[src/design/gkpsf_pkg.sv]
// ----------------------------------------------------------------------------
// gkpsf_pkg
// Shared types, constants and grid helper functions for the grid key
// permute / shard filter block.
// ----------------------------------------------------------------------------
`default_nettype none

package gkpsf_pkg;

    localparam int KEY_W    = 64;
    localparam int WEIGHT_W = 64;
    localparam int SHARD_W  = 32;
    localparam int CNT_W    = 64;
    localparam int PREFIX_W = 32;
    localparam int HALF_W   = 32;
    localparam int CFG_IDX_W  = 3;
    localparam int CFG_DATA_W = 32;

    localparam int S_TDATA_W = KEY_W + WEIGHT_W;
    localparam int M_TDATA_W = KEY_W + WEIGHT_W + 6 * CNT_W;
    localparam int M_TUSER_W = 3;

    // splitmix64 finalizer constants
    localparam logic [63:0] C_MIX_A = 64'hbf58476d1ce4e5b9;
    localparam logic [63:0] C_MIX_B = 64'h94d049bb133111eb;
    localparam int C_SHIFT_0 = 30;
    localparam int C_SHIFT_1 = 27;
    localparam int C_SHIFT_2 = 31;
    localparam logic [3:0] C_NIBBLE_MASK = 4'hF;
    localparam logic [3:0] C_SEL_COLS    = 4'd4;

    // sequencing
    localparam int CNT_SEQ_W  = 6;
    localparam int C_MUL_LAST = 3;
    localparam int C_DIV_LAST = KEY_W - 1;

    // register indexes
    localparam logic [CFG_IDX_W-1:0] CFG_TRANSPOSE = 3'd0;
    localparam logic [CFG_IDX_W-1:0] CFG_SEL_COLS  = 3'd1;
    localparam logic [CFG_IDX_W-1:0] CFG_FILTER_EN = 3'd2;
    localparam logic [CFG_IDX_W-1:0] CFG_SHARD_CNT = 3'd3;
    localparam logic [CFG_IDX_W-1:0] CFG_OWNER     = 3'd4;

    // status codes
    localparam logic [1:0] ST_OK         = 2'd0;
    localparam logic [1:0] ST_ZERO_WT    = 2'd1;
    localparam logic [1:0] ST_BAD_MASK   = 2'd2;
    localparam logic [1:0] ST_BAD_OWNER  = 2'd3;

    // multiplier partial product selects
    localparam logic [1:0] MUL_LL = 2'd0;
    localparam logic [1:0] MUL_LH = 2'd1;
    localparam logic [1:0] MUL_HL = 2'd2;

    typedef enum logic [2:0] {
        S_IDLE,
        S_CHECK,
        S_MUL,
        S_MIX,
        S_DIV,
        S_DONE
    } t_state;

    typedef struct packed {
        logic       load;
        logic       mul_go;
        logic [1:0] mul_sel;
        logic       acc_add;
        logic [1:0] add_sel;
        logic       mix;
        logic       round;
        logic       div_step;
        logic       commit;
    } t_dp_cmd;

    typedef struct packed {
        logic ok;
        logic filter_on;
    } t_dp_stat;

    function automatic logic [3:0] f_popcount8(input logic [7:0] m);
        logic [3:0] n;
        n = '0;
        for (int i = 0; i < 8; i++) begin
            n = n + {3'b000, m[i]};
        end
        return n;
    endfunction

    function automatic logic [63:0] f_transpose(input logic [63:0] g);
        logic [63:0] r;
        r = '0;
        for (int row = 0; row < 8; row++) begin
            for (int col = 0; col < 8; col++) begin
                r[8 * (7 - col) + row] = g[8 * (7 - row) + col];
            end
        end
        return r;
    endfunction

    function automatic logic [63:0] f_reorder(input logic [63:0] g, input logic [7:0] mask);
        logic [2:0] seq [0:7];
        logic [3:0] n;
        logic [63:0] r;
        n = '0;
        r = '0;
        for (int i = 0; i < 8; i++) begin
            seq[i] = '0;
        end
        for (int c = 0; c < 8; c++) begin
            if (mask[c]) begin
                seq[n[2:0]] = 3'(c);
                n = n + 4'd1;
            end
        end
        for (int c = 0; c < 8; c++) begin
            if (!mask[c]) begin
                seq[n[2:0]] = 3'(c);
                n = n + 4'd1;
            end
        end
        for (int row = 0; row < 8; row++) begin
            for (int o = 0; o < 8; o++) begin
                r[8 * row + o] = g[8 * row + int'(seq[o])];
            end
        end
        return r;
    endfunction

    // low nibble of each row, row 0 in the top nibble
    function automatic logic [31:0] f_prefix(input logic [63:0] g);
        logic [31:0] p;
        p = '0;
        for (int k = 0; k < 8; k++) begin
            p[4 * k +: 4] = g[8 * k +: 4] & C_NIBBLE_MASK;
        end
        return p;
    endfunction

endpackage

`default_nettype wire

[src/design/gkpsf_ctrl.sv]
// ----------------------------------------------------------------------------
// gkpsf_ctrl
// Sequencer: input/output handshakes, multiply steps, mix rounds and the
// bit-serial remainder loop.
// ----------------------------------------------------------------------------
`default_nettype none

module gkpsf_ctrl (
    input  wire                  i_clk,
    input  wire                  i_rst_n,
    input  wire                  i_s_tvalid,
    output logic                 o_s_tready,
    output logic                 o_m_tvalid,
    input  wire                  i_m_tready,
    input  gkpsf_pkg::t_dp_stat  i_stat,
    output gkpsf_pkg::t_dp_cmd   o_cmd
);
    import gkpsf_pkg::*;

    t_state               r_state, n_state;
    logic [CNT_SEQ_W-1:0] r_cnt, n_cnt;
    logic                 r_round, n_round;
    logic                 r_m_valid, n_m_valid;

    always_ff @(posedge i_clk) begin
        if (!i_rst_n) begin
            r_state   <= S_IDLE;
            r_cnt     <= '0;
            r_round   <= 1'b0;
            r_m_valid <= 1'b0;
        end else begin
            r_state   <= n_state;
            r_cnt     <= n_cnt;
            r_round   <= n_round;
            r_m_valid <= n_m_valid;
        end
    end

    always_comb begin
        n_state   = r_state;
        n_cnt     = r_cnt;
        n_round   = r_round;
        n_m_valid = r_m_valid;
        o_cmd     = '0;
        if (i_m_tready) begin
            n_m_valid = 1'b0;
        end
        case (r_state)
            S_IDLE: begin
                if (i_s_tvalid) begin
                    o_cmd.load = 1'b1;
                    n_state    = S_CHECK;
                end
            end
            S_CHECK: begin
                if (i_stat.ok && i_stat.filter_on) begin
                    n_state = S_MUL;
                    n_cnt   = '0;
                    n_round = 1'b0;
                end else begin
                    n_state = S_DONE;
                end
            end
            S_MUL: begin
                // product of step k is folded into the accumulator at step k+1
                o_cmd.mul_go  = (r_cnt != CNT_SEQ_W'(C_MUL_LAST));
                o_cmd.mul_sel = r_cnt[1:0];
                o_cmd.acc_add = (r_cnt != '0);
                o_cmd.add_sel = r_cnt[1:0] - 2'd1;
                o_cmd.round   = r_round;
                if (r_cnt == CNT_SEQ_W'(C_MUL_LAST)) begin
                    n_state = S_MIX;
                end else begin
                    n_cnt = r_cnt + 1'b1;
                end
            end
            S_MIX: begin
                o_cmd.mix   = 1'b1;
                o_cmd.round = r_round;
                n_cnt       = '0;
                if (!r_round) begin
                    n_round = 1'b1;
                    n_state = S_MUL;
                end else begin
                    n_state = S_DIV;
                end
            end
            S_DIV: begin
                o_cmd.div_step = 1'b1;
                if (r_cnt == CNT_SEQ_W'(C_DIV_LAST)) begin
                    n_state = S_DONE;
                end else begin
                    n_cnt = r_cnt + 1'b1;
                end
            end
            S_DONE: begin
                if (!r_m_valid || i_m_tready) begin
                    o_cmd.commit = 1'b1;
                    n_m_valid    = 1'b1;
                    n_state      = S_IDLE;
                end
            end
            default: begin
                n_state = S_IDLE;
            end
        endcase
    end

    assign o_s_tready = (r_state == S_IDLE);
    assign o_m_tvalid = r_m_valid;

endmodule

`default_nettype wire

[src/design/gkpsf_dp.sv]
// ----------------------------------------------------------------------------
// gkpsf_dp
// Datapath: configuration registers, grid permute, 32x32 multiplier for the
// finalizer, restoring remainder unit, running counters and result registers.
// ----------------------------------------------------------------------------
`default_nettype none

module gkpsf_dp (
    input  wire                                  i_clk,
    input  wire                                  i_rst_n,
    input  wire                                  i_cfg_we,
    input  wire  [gkpsf_pkg::CFG_IDX_W-1:0]      i_cfg_index,
    input  wire  [gkpsf_pkg::CFG_DATA_W-1:0]     i_cfg_data,
    input  wire  [gkpsf_pkg::S_TDATA_W-1:0]      i_s_tdata,
    input  gkpsf_pkg::t_dp_cmd                   i_cmd,
    output gkpsf_pkg::t_dp_stat                  o_stat,
    output logic [gkpsf_pkg::M_TDATA_W-1:0]      o_m_tdata,
    output logic [gkpsf_pkg::M_TUSER_W-1:0]      o_m_tuser
);
    import gkpsf_pkg::*;

    // configuration
    logic               r_transpose;
    logic [7:0]         r_sel_cols;
    logic               r_filter_en;
    logic [SHARD_W-1:0] r_shard_cnt;
    logic [SHARD_W-1:0] r_owner;

    // per-record working registers
    logic [KEY_W-1:0]    r_key;
    logic [WEIGHT_W-1:0] r_weight;
    logic [1:0]          r_status;
    logic [63:0]         r_hv;
    logic [63:0]         r_prod;
    logic [63:0]         r_acc;
    logic [SHARD_W-1:0]  r_rem;

    // running totals
    logic [CNT_W-1:0]    r_seen_cnt;
    logic [CNT_W-1:0]    r_kept_cnt;
    logic [2*CNT_W-1:0]  r_seen_wt;
    logic [2*CNT_W-1:0]  r_kept_wt;

    // result registers
    logic [KEY_W-1:0]    r_o_key;
    logic [WEIGHT_W-1:0] r_o_weight;
    logic                r_o_kept;
    logic [1:0]          r_o_status;

    logic [KEY_W-1:0]    in_key;
    logic [WEIGHT_W-1:0] in_weight;
    logic [KEY_W-1:0]    perm_key;
    logic [PREFIX_W-1:0] prefix;
    logic [1:0]          n_status;
    logic [63:0]         mul_k;
    logic [HALF_W-1:0]   mul_a;
    logic [HALF_W-1:0]   mul_b;
    logic [63:0]         mixed;
    logic [SHARD_W:0]    rem_shift;
    logic [SHARD_W:0]    rem_diff;
    logic                keep;

    assign in_key    = i_s_tdata[KEY_W-1:0];
    assign in_weight = i_s_tdata[KEY_W +: WEIGHT_W];

    always_ff @(posedge i_clk) begin
        if (!i_rst_n) begin
            r_transpose <= 1'b0;
            r_sel_cols  <= 8'h0F;
            r_filter_en <= 1'b0;
            r_shard_cnt <= 32'd1;
            r_owner     <= '0;
        end else if (i_cfg_we) begin
            case (i_cfg_index)
                CFG_TRANSPOSE: r_transpose <= i_cfg_data[0];
                CFG_SEL_COLS:  r_sel_cols  <= i_cfg_data[7:0];
                CFG_FILTER_EN: r_filter_en <= i_cfg_data[0];
                CFG_SHARD_CNT: r_shard_cnt <= i_cfg_data;
                CFG_OWNER:     r_owner     <= i_cfg_data;
                default: ;
            endcase
        end
    end

    always_comb begin
        perm_key = f_reorder(r_transpose ? f_transpose(in_key) : in_key, r_sel_cols);
        prefix   = f_prefix(perm_key);
        if (f_popcount8(r_sel_cols) != C_SEL_COLS) begin
            n_status = ST_BAD_MASK;
        end else if (r_owner >= r_shard_cnt) begin
            n_status = ST_BAD_OWNER;
        end else if (in_weight == '0) begin
            n_status = ST_ZERO_WT;
        end else begin
            n_status = ST_OK;
        end
    end

    // operand selection for the 64x64 (low half) product in three pieces
    always_comb begin
        mul_k = i_cmd.round ? C_MIX_B : C_MIX_A;
        case (i_cmd.mul_sel)
            MUL_LL: begin
                mul_a = r_hv[HALF_W-1:0];
                mul_b = mul_k[HALF_W-1:0];
            end
            MUL_LH: begin
                mul_a = r_hv[HALF_W-1:0];
                mul_b = mul_k[63:HALF_W];
            end
            MUL_HL: begin
                mul_a = r_hv[63:HALF_W];
                mul_b = mul_k[HALF_W-1:0];
            end
            default: begin
                mul_a = '0;
                mul_b = '0;
            end
        endcase
        mixed = i_cmd.round ? (r_acc ^ (r_acc >> C_SHIFT_2)) : (r_acc ^ (r_acc >> C_SHIFT_1));
    end

    assign rem_shift = {r_rem, r_hv[63]};
    assign rem_diff  = rem_shift - {1'b0, r_shard_cnt};
    assign keep      = (r_status == ST_OK) && (!r_filter_en || (r_rem == r_owner));

    always_ff @(posedge i_clk) begin
        if (i_cmd.load) begin
            r_key    <= (n_status == ST_OK) ? perm_key : '0;
            r_weight <= in_weight;
            r_status <= n_status;
            r_hv     <= {32'd0, prefix} ^ ({32'd0, prefix} >> C_SHIFT_0);
        end else if (i_cmd.mix) begin
            r_hv  <= mixed;
            r_rem <= '0;
        end else if (i_cmd.div_step) begin
            r_hv <= {r_hv[62:0], 1'b0};
            if (!rem_diff[SHARD_W]) begin
                r_rem <= rem_diff[SHARD_W-1:0];
            end else begin
                r_rem <= rem_shift[SHARD_W-1:0];
            end
        end
        if (i_cmd.mul_go) begin
            r_prod <= mul_a * mul_b;
        end
        if (i_cmd.acc_add) begin
            if (i_cmd.add_sel == MUL_LL) begin
                r_acc <= r_prod;
            end else begin
                r_acc <= r_acc + {r_prod[HALF_W-1:0], 32'd0};
            end
        end
        if (i_cmd.commit) begin
            r_o_key    <= r_key;
            r_o_weight <= r_weight;
            r_o_kept   <= keep;
            r_o_status <= r_status;
        end
    end

    always_ff @(posedge i_clk) begin
        if (!i_rst_n) begin
            r_seen_cnt <= '0;
            r_kept_cnt <= '0;
            r_seen_wt  <= '0;
            r_kept_wt  <= '0;
        end else if (i_cmd.commit && (r_status == ST_OK)) begin
            r_seen_cnt <= r_seen_cnt + 1'b1;
            r_seen_wt  <= r_seen_wt + {64'd0, r_weight};
            if (keep) begin
                r_kept_cnt <= r_kept_cnt + 1'b1;
                r_kept_wt  <= r_kept_wt + {64'd0, r_weight};
            end
        end
    end

    assign o_stat.ok        = (r_status == ST_OK);
    assign o_stat.filter_on = r_filter_en;

    assign o_m_tdata = {r_kept_wt, r_seen_wt, r_kept_cnt, r_seen_cnt, r_o_weight, r_o_key};
    assign o_m_tuser = {r_o_status, r_o_kept};

endmodule

`default_nettype wire

[src/design/grid_key_permute_shard_filter.sv]
// Sequence: accept, check, then result for error records or with filtering off;
//   with filtering on, two 4-step 32x32 multiply passes, each followed by a mix
//   step, and the 64-step restoring remainder loop come between check and result.
// One record at a time: the next is accepted only after the last result is committed.
// Reset: synchronous active low; clears counters, handshakes and the
//   configuration to its defaults (mask 0x0F, shard count 1, rest 0).
// ----------------------------------------------------------------------------
// grid_key_permute_shard_filter
// 8x8 grid key permute with splitmix64 shard filter and running totals.
// ----------------------------------------------------------------------------
`default_nettype none

module grid_key_permute_shard_filter (
    input  wire                                  i_clk,
    input  wire                                  i_rst_n,
    // configuration write channel
    input  wire                                  i_cfg_valid,
    output logic                                 o_cfg_ready,
    input  wire  [gkpsf_pkg::CFG_IDX_W-1:0]      i_cfg_index,
    input  wire  [gkpsf_pkg::CFG_DATA_W-1:0]     i_cfg_data,
    // input stream
    input  wire                                  i_s_tvalid,
    output logic                                 o_s_tready,
    // tdata: grid_key[63:0], record_weight[127:64]
    input  wire  [gkpsf_pkg::S_TDATA_W-1:0]      i_s_tdata,
    // output stream
    output logic                                 o_m_tvalid,
    input  wire                                  i_m_tready,
    // tdata: out_key, out_weight, records_seen, records_kept, seen_weight_low,
    //        seen_weight_high, kept_weight_low, kept_weight_high (64 bits each)
    output logic [gkpsf_pkg::M_TDATA_W-1:0]      o_m_tdata,
    // tuser: kept[0], status[2:1]
    output logic [gkpsf_pkg::M_TUSER_W-1:0]      o_m_tuser
);
    import gkpsf_pkg::*;

    t_dp_cmd  cmd;
    t_dp_stat stat;

    assign o_cfg_ready = 1'b1;

    gkpsf_ctrl u_ctrl (
        .i_clk      (i_clk),
        .i_rst_n    (i_rst_n),
        .i_s_tvalid (i_s_tvalid),
        .o_s_tready (o_s_tready),
        .o_m_tvalid (o_m_tvalid),
        .i_m_tready (i_m_tready),
        .i_stat     (stat),
        .o_cmd      (cmd)
    );

    gkpsf_dp u_dp (
        .i_clk       (i_clk),
        .i_rst_n     (i_rst_n),
        .i_cfg_we    (i_cfg_valid),
        .i_cfg_index (i_cfg_index),
        .i_cfg_data  (i_cfg_data),
        .i_s_tdata   (i_s_tdata),
        .i_cmd       (cmd),
        .o_stat      (stat),
        .o_m_tdata   (o_m_tdata),
        .o_m_tuser   (o_m_tuser)
    );

endmodule

`default_nettype wire

[config.mk]
export PLATFORM = sky130hd
export DESIGN_NAME = grid_key_permute_shard_filter
export DESIGN_NICKNAME = d
export VERILOG_FILES = /design/src/design/gkpsf_pkg.sv /design/src/design/gkpsf_ctrl.sv /design/src/design/gkpsf_dp.sv /design/src/design/grid_key_permute_shard_filter.sv
export SDC_FILE = /design/constraint.sdc
export NUM_CORES = 2
export LEC_CHECK = 0
export ABC_AREA = 0
export BUFFER_PORTS_ARGS = -buffer_cell sky130_fd_sc_hd__clkbuf_2
export CORE_MARGIN = 2
export CORE_UTILIZATION = 60
export DETAILED_ROUTE_END_ITERATION = 10
export MAX_ROUTING_LAYER = met4
export PLACE_DENSITY = 0.83
export SYNTH_ARGS = -nofsm -noshare
export SYNTH_HDL_FRONTEND = slang
export SYNTH_HIERARCHICAL = 1
export SYNTH_SLANG_ARGS = --single-unit
[constraint.sdc]
create_clock -name i_clk -period 14.9 [get_ports i_clk]
set_input_delay 4.47 -clock i_clk [delete_from_list [all_inputs] [get_ports i_clk]]
set_output_delay 4.47 -clock i_clk [all_outputs]
set_load 0.01 [all_outputs]
* After elaboration in Yosys (flattened, before gate mapping)
Cells that the tools add are included.
** Word-level totals
- Flip-flop bits (word level) :: 954
- Logic and storage cells :: 613
- Output and inout bits :: 518
** Cells by class
- Order comparisons :: 95
- Reduce and logical (&&, ||, !) cells :: 47
- Equality and inequality tests :: 23
- Mux-type cells :: 282
- Bitwise logic cells :: 56
- Multipliers :: 1
- Add/subtract/negate cells :: 85
** Operators by type and width (count)
- less-than comparator 32 x 8 -> 1 bit (second input constant) :: 56
- two-way mux 64 bit :: 6
- binary-select mux 1 bit (select 6 bit) :: 56
- two-way mux 24 bit :: 14
- adder 128 x 64 -> 128 bit :: 2
- adder 6 x 3 -> 7 bit (first input constant) :: 32
- demux 3 bit (select 3 bit) :: 15
- two-way mux 1 bit :: 133
- adder 64 x 1 -> 64 bit (second input constant) :: 2
- case mux 32 bit (2 select lines) :: 2
- two-way mux 3 bit :: 34
- adder 5 x 3 -> 6 bit (first input constant) :: 16
- bitwise OR 16 bit :: 6
- bitwise AND 16 bit :: 5
- NOT 16 bit :: 5
- adder 64 bit :: 1
- zero test 64 bit :: 1
- multiplier 32 x 32 -> 64 bit :: 1
- two-way mux 32 bit :: 2
- XOR 64 x 33 -> 64 bit :: 1
- XOR 64 x 37 -> 64 bit :: 1
- two-way mux 62 bit :: 1
- greater-or-equal comparator 4 bit (second input constant) :: 15
- less-than comparator 4 x 1 -> 1 bit (second input constant) :: 15
- 53 further kinds :: 167

* Depth between registers and ports, before layout
- Word-level depth :: 43
- Depth in mapped cells :: 65
- Gate-level depth less buffers :: 59

* By module
Netlist, hierarchy kept.
** By module, submodules not included
- gkpsf_dp :: area an instance 85296.8 um^2, cells each 9237, times used 1, seq. area each 23732.8 um^2
- gkpsf_ctrl :: area an instance 780.7 um^2, cells each 95, times used 1, seq. area each 220.2 um^2
- grid_key_permute_shard_filter :: area an instance 11.3 um^2, cells each 2, times used 1, seq. area each 0.0 um^2

* Worst setup path after synthesis
No wires, ideal clock.
- Path type :: register -> register
- From :: register u_dp.r_sel_cols[0]
- To :: register u_dp.r_hv[26] (data pin)
- Cell stages (with the launch flop) :: 64
- Setup time :: 0.270 ns
- Clock period less this slack :: 13.581 ns
- Slack :: 1.319 ns
- Arrival :: 13.311 ns
- Cell sequence :: dfxtp_1 buf_2 clkinv_1 fa_1 clkinv_1 ha_1 nand2_1 o31a_1 inv_1 ha_1 nand2_1 nand2_1 or2_2 ha_1 nand2_1 o31ai_1 nor2_1 inv_1 [... 28 more ...] nor2b_1 a21oi_2 inv_1 ha_1 nor2_1 a31oi_1 ha_1 nor2b_1 xnor3_1 o2111a_1 or4_1 buf_4 buf_6 clkbuf_1 o211ai_1 o21ai_0 o21ai_0 a21oi_1
** Between the ends
- Cells in the longest elaborated chain, start to end :: 43
- Elaborated cells between the ends (all ways) :: 177
- Those cells by class :: add/sub: 15; order compare: 30; mux: 64; bitwise: 53; reduce/logical: 15
** Ends and longest elaborated chain
- start: declaration :: line gkpsf_dp.sv:24 : logic [7:0] r_sel_cols;
- start signal: assignment :: line gkpsf_dp.sv:76 : CFG_SEL_COLS: r_sel_cols <= i_cfg_data[7:0];
- parallel branches: the longest is 36 deep, another holds adder 2 x 1 -> 3 bit
- two-way mux 24 bit * :: line gkpsf_pkg.sv:117 : if (!mask[c]) begin
- adder 6 x 3 -> 7 bit * :: line gkpsf_pkg.sv:124 : r[8 * row + o] = g[8 * row + int'(seq[o])];
- binary-select mux 1 bit (select 6 bit) * :: line gkpsf_pkg.sv:124
- two-way mux 1 bit (implied by the code) * (2 in a row) :: line gkpsf_pkg.sv:124
- XOR 32 x 2 -> 32 bit * :: line gkpsf_dp.sv:132 : r_hv <= {32'd0, prefix} ^ ({32'd0, prefix} >> C_SHIFT_0);
- two-way mux 64 bit * :: line gkpsf_dp.sv:128 : if (i_cmd.load) begin
- end signal: assignment :: line gkpsf_dp.sv:132
- end signal: assignment :: line gkpsf_dp.sv:134 : r_hv <= mixed;
- end signal: assignment :: line gkpsf_dp.sv:137 : r_hv <= {r_hv[62:0], 1'b0};
- end: declaration :: line gkpsf_dp.sv:33 : logic [63:0] r_hv;
Every way passes the cells marked *. The select of a mux whose other input is x is not followed.
A chain may end at the register's enable or synchronous reset.

* Worst setup path after layout
- From :: register u_dp.r_sel_cols[2]
- To :: register u_dp.r_hv[26] (data pin)
** Between the ends
- Cells in the longest elaborated chain, start to end :: 39
- Elaborated cells between the ends (all ways) :: 157
- Those cells by class :: add/sub: 13; order compare: 26; mux: 57; bitwise: 48; reduce/logical: 13
** Ends and longest elaborated chain (line)
- parallel branches: the longest is 32 deep, another holds adder 3 x 1 -> 3 bit
- two-way mux 24 bit * :: gkpsf_pkg.sv:117
- adder 6 x 3 -> 7 bit * :: gkpsf_pkg.sv:124
- binary-select mux 1 bit (select 6 bit) * :: gkpsf_pkg.sv:124
- two-way mux 1 bit (implied by the code) * (2 in a row) :: gkpsf_pkg.sv:124
- XOR 32 x 2 -> 32 bit * :: gkpsf_dp.sv:132
- two-way mux 64 bit * :: gkpsf_dp.sv:128
Marks and branches as above.

==> flow_summary.toml <==
[route]
post-route-drc-count = 0
wl_um = 331000
antenna_left = 0
viasPerCell = 6.35
first_iter_violations = 9181
drt_pass1_iterations = 6
route.detailed.wl_per_inst_um = 27.7
vias = 75900

[job]
cap_violations = 0

[cells_and_area]
syn_to_final_growth_pct = 11.4
fin_nets = 11500
reg_top3 = "u_dp/r_kept_wt x128, u_dp/r_seen_wt x128"
final_common_cell = "inv_1"
final_cell_mix = "inv_1, nand2_1, nor2_1"
drive_gt1_share_pct = 12.3

[floorplanning]
die-area_sq_um = 147000
core_sq_um = 142000
die_x_um = 383
fp.dieH_um = 383
start_util_pct = 60.7
row_count = 138
io_pins = 686

[setup_path]
critPathArrivalTime_ns = 14.17
cpMostUsedCell = "ha_1"
start_kind = "register"
crit_family = "adder cells"
end_kind = "register"
crit_fanout = 34
worst_ep_required_time_ns = 15.31
cp_slowest_cell = "fa_1"
worstSetupPathType = "reg -> reg"
path_buf_inv = 13
critPathMaxStageDelay_ns = 0.59

[timing]
setup_tns_ns = 0
tightest_slew_ns = 1.22
maxSlewHeadroom_pct = 18.5
fin_crit_sh_pct = 92.4
max_freq_mhz = 72.7
finalHoldViolCount = 0
finalSetupViolCount = 0
rsz0062_at_grt = "false"
clock_skew_ns = 0.103
finalMaxSlewViolations = 0
period_needed_ns = 13.76

[cts]
post-cts-setup-buffer-count = 0
ctsHoldBuffers = 0
cts_tree = "done"
numCtsBuffers = 102
ctsHtreeMaxLevel = 3
clk_latency_ns = 0.78
cts.sinks = 954
clk_pin_slew_worst_paths_ns = 0.06
clock_path_buffers = 3
root_buffer = "clkbuf_16"

[placed_design]
place_hpwl_um = 264000
portBuffers = 684
place.gp.congestion = 1.05

[synth]
netlist_area_sq_um = 86100
synth_nets = 10900
yosysSeqAreaShare_pct = 27.8
yosys_warnings = 6
async_flop_share_pct = 0
ys_seq_elements = 954
syn_area_per_cell_sq_um = 9.22
synthFlopType = "edfxtp_1"
synthCells = 9334
synth.distinct_cells = 104
synth_edf_count = 485

[global_routing]
grt.overflow.total = 0
grt_pass1_vias = 74000
grt_start_max_net_pins = 158
antenna_found_initial = 32
track_usage_pct = 45.6
grt_pass1_wl_um = 482000

[status]
outcome = "finished clean"

[hold_path]
hold_path_class = "reg -> reg"
per-stage QoR:
step / cells / hold WS (ns) / instance area (sq um) / utilization [%] / setup slack (ns)
after CTS: 11900 / 0.412 / 95800 / 67.5 / 1.12
final: 12000 / 0.415 / 95900 / 67.6 / 1.14
after detailed placement: 11700 / 0.411 / 92200 / 64.9 / 1.21
after floorplan: 9334 / 0.400 / 86100 / - / 1.32
after global placement: 11700 / 0.404 / 92200 / 64.9 / 1.48
after global routing: 11900 / 0.423 / 95900 / 67.5 / 0.0268
worst register-to-register path, delay by kind of cell (launching register included):
family | cells | cell delay, ns
adder cells (fa/ha/maj) | 13 | 4.37
AND/OR/NAND/NOR | 18 | 3.42
AO/OA/AOI/OAI | 14 | 2.74
buffers and inverters | 13 | 2.33
flip-flops | 1 | 0.34
XOR/XNOR | 1 | 0.27
layout make-up:
cell class / count / area [sq um]
Multi-Input combinational cell: 6833 / 56500
Clock buffer: 132 / 2800
Inverter: 1185 / 4460
Sequential cell: 954 / 24000
Timing Repair Buffer: 871 / 4880
Clock inverter: 61 / 830
Fill cell: 11300 / 46000
Antenna cell: 31 / 77.6
Tap cell: 1890 / 2360
routing by layer:
metal,global-route usage (%),part of all wire (%),vias to the layer above
met4,28.9,8.0,0
met3,11.4,12,1237
met1,55.4,36,36800
met5,-,0,-
met2,68.1,44,4834
li1,-,-,33100
cells in the mapped netlist (111+ instances only):
cell	count	area, sq um
edfxtp_1	485	14600
nand2_1	902	3390
o21ai_0	312	1560
xnor2_1	273	2390
mux2i_1	331	3310
a21oi_1	640	3200
nand3_1	219	1100
ha_1	595	7440
nor2_1	824	3090
nor3_1	111	556
inv_1	1178	4420
xor2_1	174	1520
dfxtp_1	469	9390
fa_1	813	16300
a21o_1	191	1430
clkbuf_1	290	1090
cells by family after synthesis:
group | count (synthesis) | share of synthesized area (%)
compound gates | 1827 | 13.5
xor+xnor | 460 | 4.88
fa+ha+maj | 1408 | 27.6
buf+inv | 1547 | 6.87
simple gates | 2734 | 14.6
other cells | 1 | 0.00436
mux | 403 | 4.81
flops | 954 | 27.8
final timing paths:
check | from | end | slack (ns) | cells after the start
setup / recovery | u_dp/r_sel_cols[2] | u_dp/r_hv[26] | 1.14 | 59
hold / removal | u_dp/r_key[10] | u_dp/r_o_key[10] | 0.41 | 0
setup reg to reg | u_dp/r_sel_cols[2] | u_dp/r_hv[26] | 1.14 | 59
hold reg to reg | u_dp/r_key[10] | u_dp/r_o_key[10] | 0.41 | 0
repair_timing:
action,CTS,global route
hold endpoints to repair,0,0
resized for setup,0,5
endpoints found under the setup margin,0,27
Power is left out: the tool's default activity adds up to more than one toggle a clock period on the data nets, which glitch-free logic cannot reach.
